==> src/sv/sliding_window_patch_extract_assert.svh <==
// Assertion macros shared by the patch extractor modules.
`ifndef SLIDING_WINDOW_PATCH_EXTRACT_ASSERT_SVH
`define SLIDING_WINDOW_PATCH_EXTRACT_ASSERT_SVH

// Same-cycle implication, checked at every rising edge outside reset.
`define SWPE_ASSERT_NOW(lbl, ante, cons, msg) \
	lbl: assert property (@(posedge clk) disable iff (!arst_n) (ante) |-> (cons)) \
		else $error(msg);

// Next-cycle implication, checked at every rising edge outside reset.
`define SWPE_ASSERT_NEXT(lbl, ante, cons, msg) \
	lbl: assert property (@(posedge clk) disable iff (!arst_n) (ante) |=> (cons)) \
		else $error(msg);

`endif

==> src/sv/swpe_pkg.sv <==
// Shared types and constants of the sliding window patch extractor.
`default_nettype none

package swpe_pkg;

	localparam int DEF_MAX_WIDTH  = 1024;
	localparam int DEF_MAX_HEIGHT = 1024;
	localparam int DEF_MAX_KERNEL = 8;

	localparam int CFG_DIM_W  = 11;
	localparam int CFG_K_W    = 4;
	localparam int CFG_IDX_W  = 2;
	localparam int CFG_DATA_W = 11;

	localparam logic [CFG_IDX_W-1:0] CFG_IMAGE_HEIGHT  = 2'd0;
	localparam logic [CFG_IDX_W-1:0] CFG_IMAGE_WIDTH   = 2'd1;
	localparam logic [CFG_IDX_W-1:0] CFG_KERNEL_HEIGHT = 2'd2;
	localparam logic [CFG_IDX_W-1:0] CFG_KERNEL_WIDTH  = 2'd3;

	localparam int PIXEL_W = 32;
	localparam int PATCH_W = 24;
	localparam int ELEM_W  = 6;

	typedef struct packed {
		logic [PIXEL_W-1:0] pixel;
		logic               first;
	} swpe_in_t;

	typedef struct packed {
		logic [PIXEL_W-1:0] value;
		logic [PATCH_W-1:0] patch_row;
		logic [ELEM_W-1:0]  elem_index;
		logic               last;
	} swpe_out_t;

	typedef struct packed {
		logic accept;
		logic load;
		logic read;
	} swpe_cmd_t;

	typedef struct packed {
		logic emit;
		logic last_elem;
		logic out_free;
	} swpe_status_t;

endpackage

`default_nettype wire

==> src/sv/swpe_ctrl.sv <==
// Controller state machine of the sliding window patch extractor.
`default_nettype none
`include "sliding_window_patch_extract_assert.svh"

module swpe_ctrl (
	input  wire logic                  clk,
	input  wire logic                  arst_n,
	input  wire logic                  in_valid,
	output logic                       in_ready,
	input  wire swpe_pkg::swpe_status_t status,
	output swpe_pkg::swpe_cmd_t        cmd
);
	import swpe_pkg::*;

	localparam logic [1:0] ST_IDLE = 2'd0;
	localparam logic [1:0] ST_LOAD = 2'd1;
	localparam logic [1:0] ST_READ = 2'd2;

	logic [1:0] state_q;
	logic [1:0] state_d;

	assign in_ready   = (state_q == ST_IDLE);
	assign cmd.accept = in_valid && in_ready;
	assign cmd.load   = (state_q == ST_LOAD);
	assign cmd.read   = (state_q == ST_READ) && status.out_free;

	always_comb begin
		state_d = state_q;
		case (state_q)
			ST_IDLE: begin
				if (in_valid) begin
					state_d = ST_LOAD;
				end
			end
			ST_LOAD: begin
				state_d = status.emit ? ST_READ : ST_IDLE;
			end
			ST_READ: begin
				if (cmd.read && status.last_elem) begin
					state_d = ST_IDLE;
				end
			end
			default: begin
				state_d = ST_IDLE;
			end
		endcase
	end

	always_ff @(posedge clk or negedge arst_n) begin
		if (!arst_n) begin
			state_q <= ST_IDLE;
		end else begin
			state_q <= state_d;
		end
	end

	`SWPE_ASSERT_NOW(a_load_after_transfer, state_q == ST_LOAD, $past(in_valid && in_ready), "window setup without an input transfer")
	`SWPE_ASSERT_NEXT(a_setup_follows, cmd.accept, state_q == ST_LOAD, "no window setup after an input transfer")
	`SWPE_ASSERT_NEXT(a_ready_after_window, cmd.read && status.last_elem, in_ready, "not ready after the final window word")

endmodule

`default_nettype wire

==> config.mk <==
export PLATFORM = sky130hd
export DESIGN_NAME = swpe_ctrl
export DESIGN_NICKNAME = d
export VERILOG_FILES = /design/src/sv/swpe_pkg.sv /design/src/sv/swpe_ctrl.sv
export VERILOG_INCLUDE_DIRS = /design/src /design/src/sv
export SDC_FILE = /design/constraint.sdc
export NUM_CORES = 1
export LEC_CHECK = 0
export BUFFER_PORTS_ARGS = -buffer_cell sky130_fd_sc_hd__buf_2
export CORE_AREA = 10 10 47 49
export CTS_BUF_LIST = sky130_fd_sc_hd__clkbuf_8
export CTS_CLUSTER_DIAMETER = 50
export DETAILED_ROUTE_END_ITERATION = 7
export DIE_AREA = 0 0 57 59
export SLEW_MARGIN = 20
export SYNTH_ARGS = -nofsm -noshare
export SYNTH_HDL_FRONTEND = slang
export SYNTH_SLANG_ARGS = --single-unit
==> constraint.sdc <==
create_clock -name clk -period 1.1 [get_ports clk]
set_input_delay 0.22 -clock clk [delete_from_list [all_inputs] [get_ports clk]]
set_output_delay 0.22 -clock clk [all_outputs]
set_load 0.02 [all_outputs]
==> reports/metrics.yaml <==
route:
  wl_per_cell_um: 9.558
  dr.pass1.iters: 1
  routed_wl_um: 411
  antenna_left: 0
  drc: 0
  drt_iter0_markers: 0
  via_per_inst: 3.000
  via_count: 129
power_and_ir_drop:
  p_leak_uw: 0.0001452
  total_power_uw: 766.1
  irDropWorstVdd_mv: 0.9829
  swShare_pct: 28.94
  p_comb_share_pct: 45.3
  p_seq_share_pct: 17.4
  clkPwrFrac_pct: 37.4
  p_switching_uw: 221.7
  power.internal_uw: 544.4
  cellPowerDensity_mw_per_mm2: 2562
synthesis:
  syn-num-nets: 16
  synthAdderAreaFrac_pct: 0
  syn_area_sq_um: 105.1
  synth_xor_area_share_pct: 0
  syn_inst: 10
  ys_seq_area_share_pct: 47.62
  synth-seq-cells: 2
  synth_simple_gate_area_share_pct: 44.05
  syn_avg_cell_area_sq_um: 10.51
  synth_mux_area_share_pct: 0
  synth.distinct_cells: 7
  synth_warnings: 0
  synth_top_family_by_area: "simple AND/OR/NAND/NOR gates"
  synth_compound_area_share_pct: 8.333
setup_path:
  critPathMaxStageDelay_ps: 420
  crit_slowest_cell: "dfrtp_2"
  required_ps: 880
  cp_max_fo: 3
  crit_buf_inv: 1
  endpoint_kind: "output port"
  critical-path-top-delay-family: "flip-flops"
  cp_cell_sequence: "nor2_4 > and2_4 > buf_6"
  start_kind: "flip-flop"
  setup.worst_path.class: "flip-flop to output port"
  cp.arrival_ps: 1020
floorplan:
  die_y_um: 59
  coreArea_sq_mm: 0.001401
  ios: 10
  die_w_um: 57
  start_util_pct: 7.500
  rows: 14
  die-area_sq_mm: 0.003363
place:
  place_area_sq_um: 178.9
  port_buffers: 9
  dp_slack_ps: -19.29
  gp_congestion: 0.5583
layout:
  area_growth_pct: 184.5
  fillCellCount: 162
  utilization_pct: 21.34
  final_design_area_no_fill_sq_um: 299.0
  largest_reg_flops: 2
  fin_nets: 35
  reg.largest.list: "state_q: 2 flops"
  drive_gt1_share_pct: 85.19
  register_area_sq_um: 52.55
  largest_register: "state_q"
  multiInputGateArea_sq_um: 75.07
  n_antenna_cell: 0
cts:
  path_clk_slew_ps: 30
  ctsHtreeMaxLevel: 1
  cts_sinks: 2
  worstSkewPairLatency_ps: 210
  root_buffer: "clkbuf_8"
  clockBufferDepth: 2
  numCtsBuffers: 3
  cts_tree: "yes"
grt:
  grt-ovfl-total: 0
  grt_util_all_layers_pct: 3.203
  grt_pass1_wl_um: 724
  grt_max_degree: 4
  grt_pass1_vias: 165
  antenna_found_initial: 0
sta:
  fin_ws_ps: -136.8
  rsz0062_at_grt: "true"
  fin_crit_ps: 1237
  fmax_mhz: 808.5
  post-route-period-util_pct: 112.4
  setup_violations: 5
  worstMarginPinSlew_ps: 127.8
  hold_viol_final: 0
  maxSlewHeadroom_pct: 91.48
  finClkSkew_ps: 3.901
  final_max_slew_viol_count: 0
run_status:
  status: "complete, but fails checks"
  violations: "negative setup slack"
job:
  maxCapViolations: 0
worst_hold_path:
  worstHoldPathType: "primary input to flip-flop"
## per-stage QoR
stage | TNS, ps | instances | hold slack, ps
2_1_floorplan | 0 | 10 | -75.59
3_5_place_dp | -19.29 | 35 | 6.757
5_1_grt | -715.5 | 43 | 255.8
4_1_cts | -442.9 | 41 | 233.1
3_3_place_gp | -0.3084 | 35 | 4.777
6_report | -538.2 | 43 | 239.4
## final cells by class
cell class | instances | area share, %
Tap cell | 16 | 6.695
Clock buffer | 3 | 13.81
Sequential cell | 2 | 17.57
Multi-Input combinational cell | 8 | 25.10
Timing Repair Buffer | 14 | 36.82
## cell usage after synthesis
library cell	instances	area (sq um)
nand2_1	1	3.750
nor2_1	1	3.750
a22o_1	1	8.760
and2_1	3	18.77
dfrtp_1	2	50.05
nor2b_4	1	13.76
nor2b_1	1	6.260
## timing repair
action                     CTS  global route
setup buffers                2             2
setup endpoints to repair    4             4
resized for setup           13             1
hold endpoints to repair     2             0
hold buffers                 1             0
pin swaps                    3             1
## per-layer routing
metal  GRT usage, %  part of all wire (%)  vias to the layer above
li1               -                     -                       66
met1          3.103                    48                       52
met5              0                     0                        -
met3          4.936                    18                        0
met2          2.946                    33                       11
met4          2.013                     0                        0
## cell families (layout without fill, tap and decap cells)
kind of cell / after synthesis / count (layout)
buffers and inverters: 0 / 17
DFF: 2 / 2
AOI/OAI and AO/OA: 1 / 1
and+or+nand+nor: 7 / 7
## placed cells by master (no fill, tap or decap), drive strengths merged
cell,Yosys,layout
nor2b,2,2
and2,3,3
dfrtp,2,2
clkbuf,0,3
dlygate4sd3,0,1
a22o,1,1
buf,0,13
nand2,1,1
nor2,1,1
## final timing paths
| kind | startpoint | to | slack [ps] | depth (start not counted) |
|---|---|---|---|---|
| setup / recovery | state_q[1] | cmd[2] | -140 | 3 |
| hold / removal | in_valid | state_q[0] | 240 | 2 |
| setup reg to reg | state_q[0] | state_q[1] | -30 | 4 |
| hold reg to reg | state_q[1] | state_q[0] | 630 | 2 |
| max in group asynchronous | arst_n | state_q[0] | 660 | 2 |
| min in group asynchronous | arst_n | state_q[1] | 330 | 2 |
## power by group through the flow
| stage | Combinational (uW) | Sequential (uW) | Clock (uW) |
|---|---|---|---|
| 3_3_place_gp | 188 | 127 | 0 |
| 5_1_grt | 374 | 137 | 304 |
| 6_report | 347 | 133 | 286 |
| 3_5_place_dp | 190 | 129 | 0 |
| 4_1_cts | 300 | 132 | 296 |
| 2_1_floorplan | 131 | 125 | 0 |
Note: power is estimated with default switching activity, not from simulation.
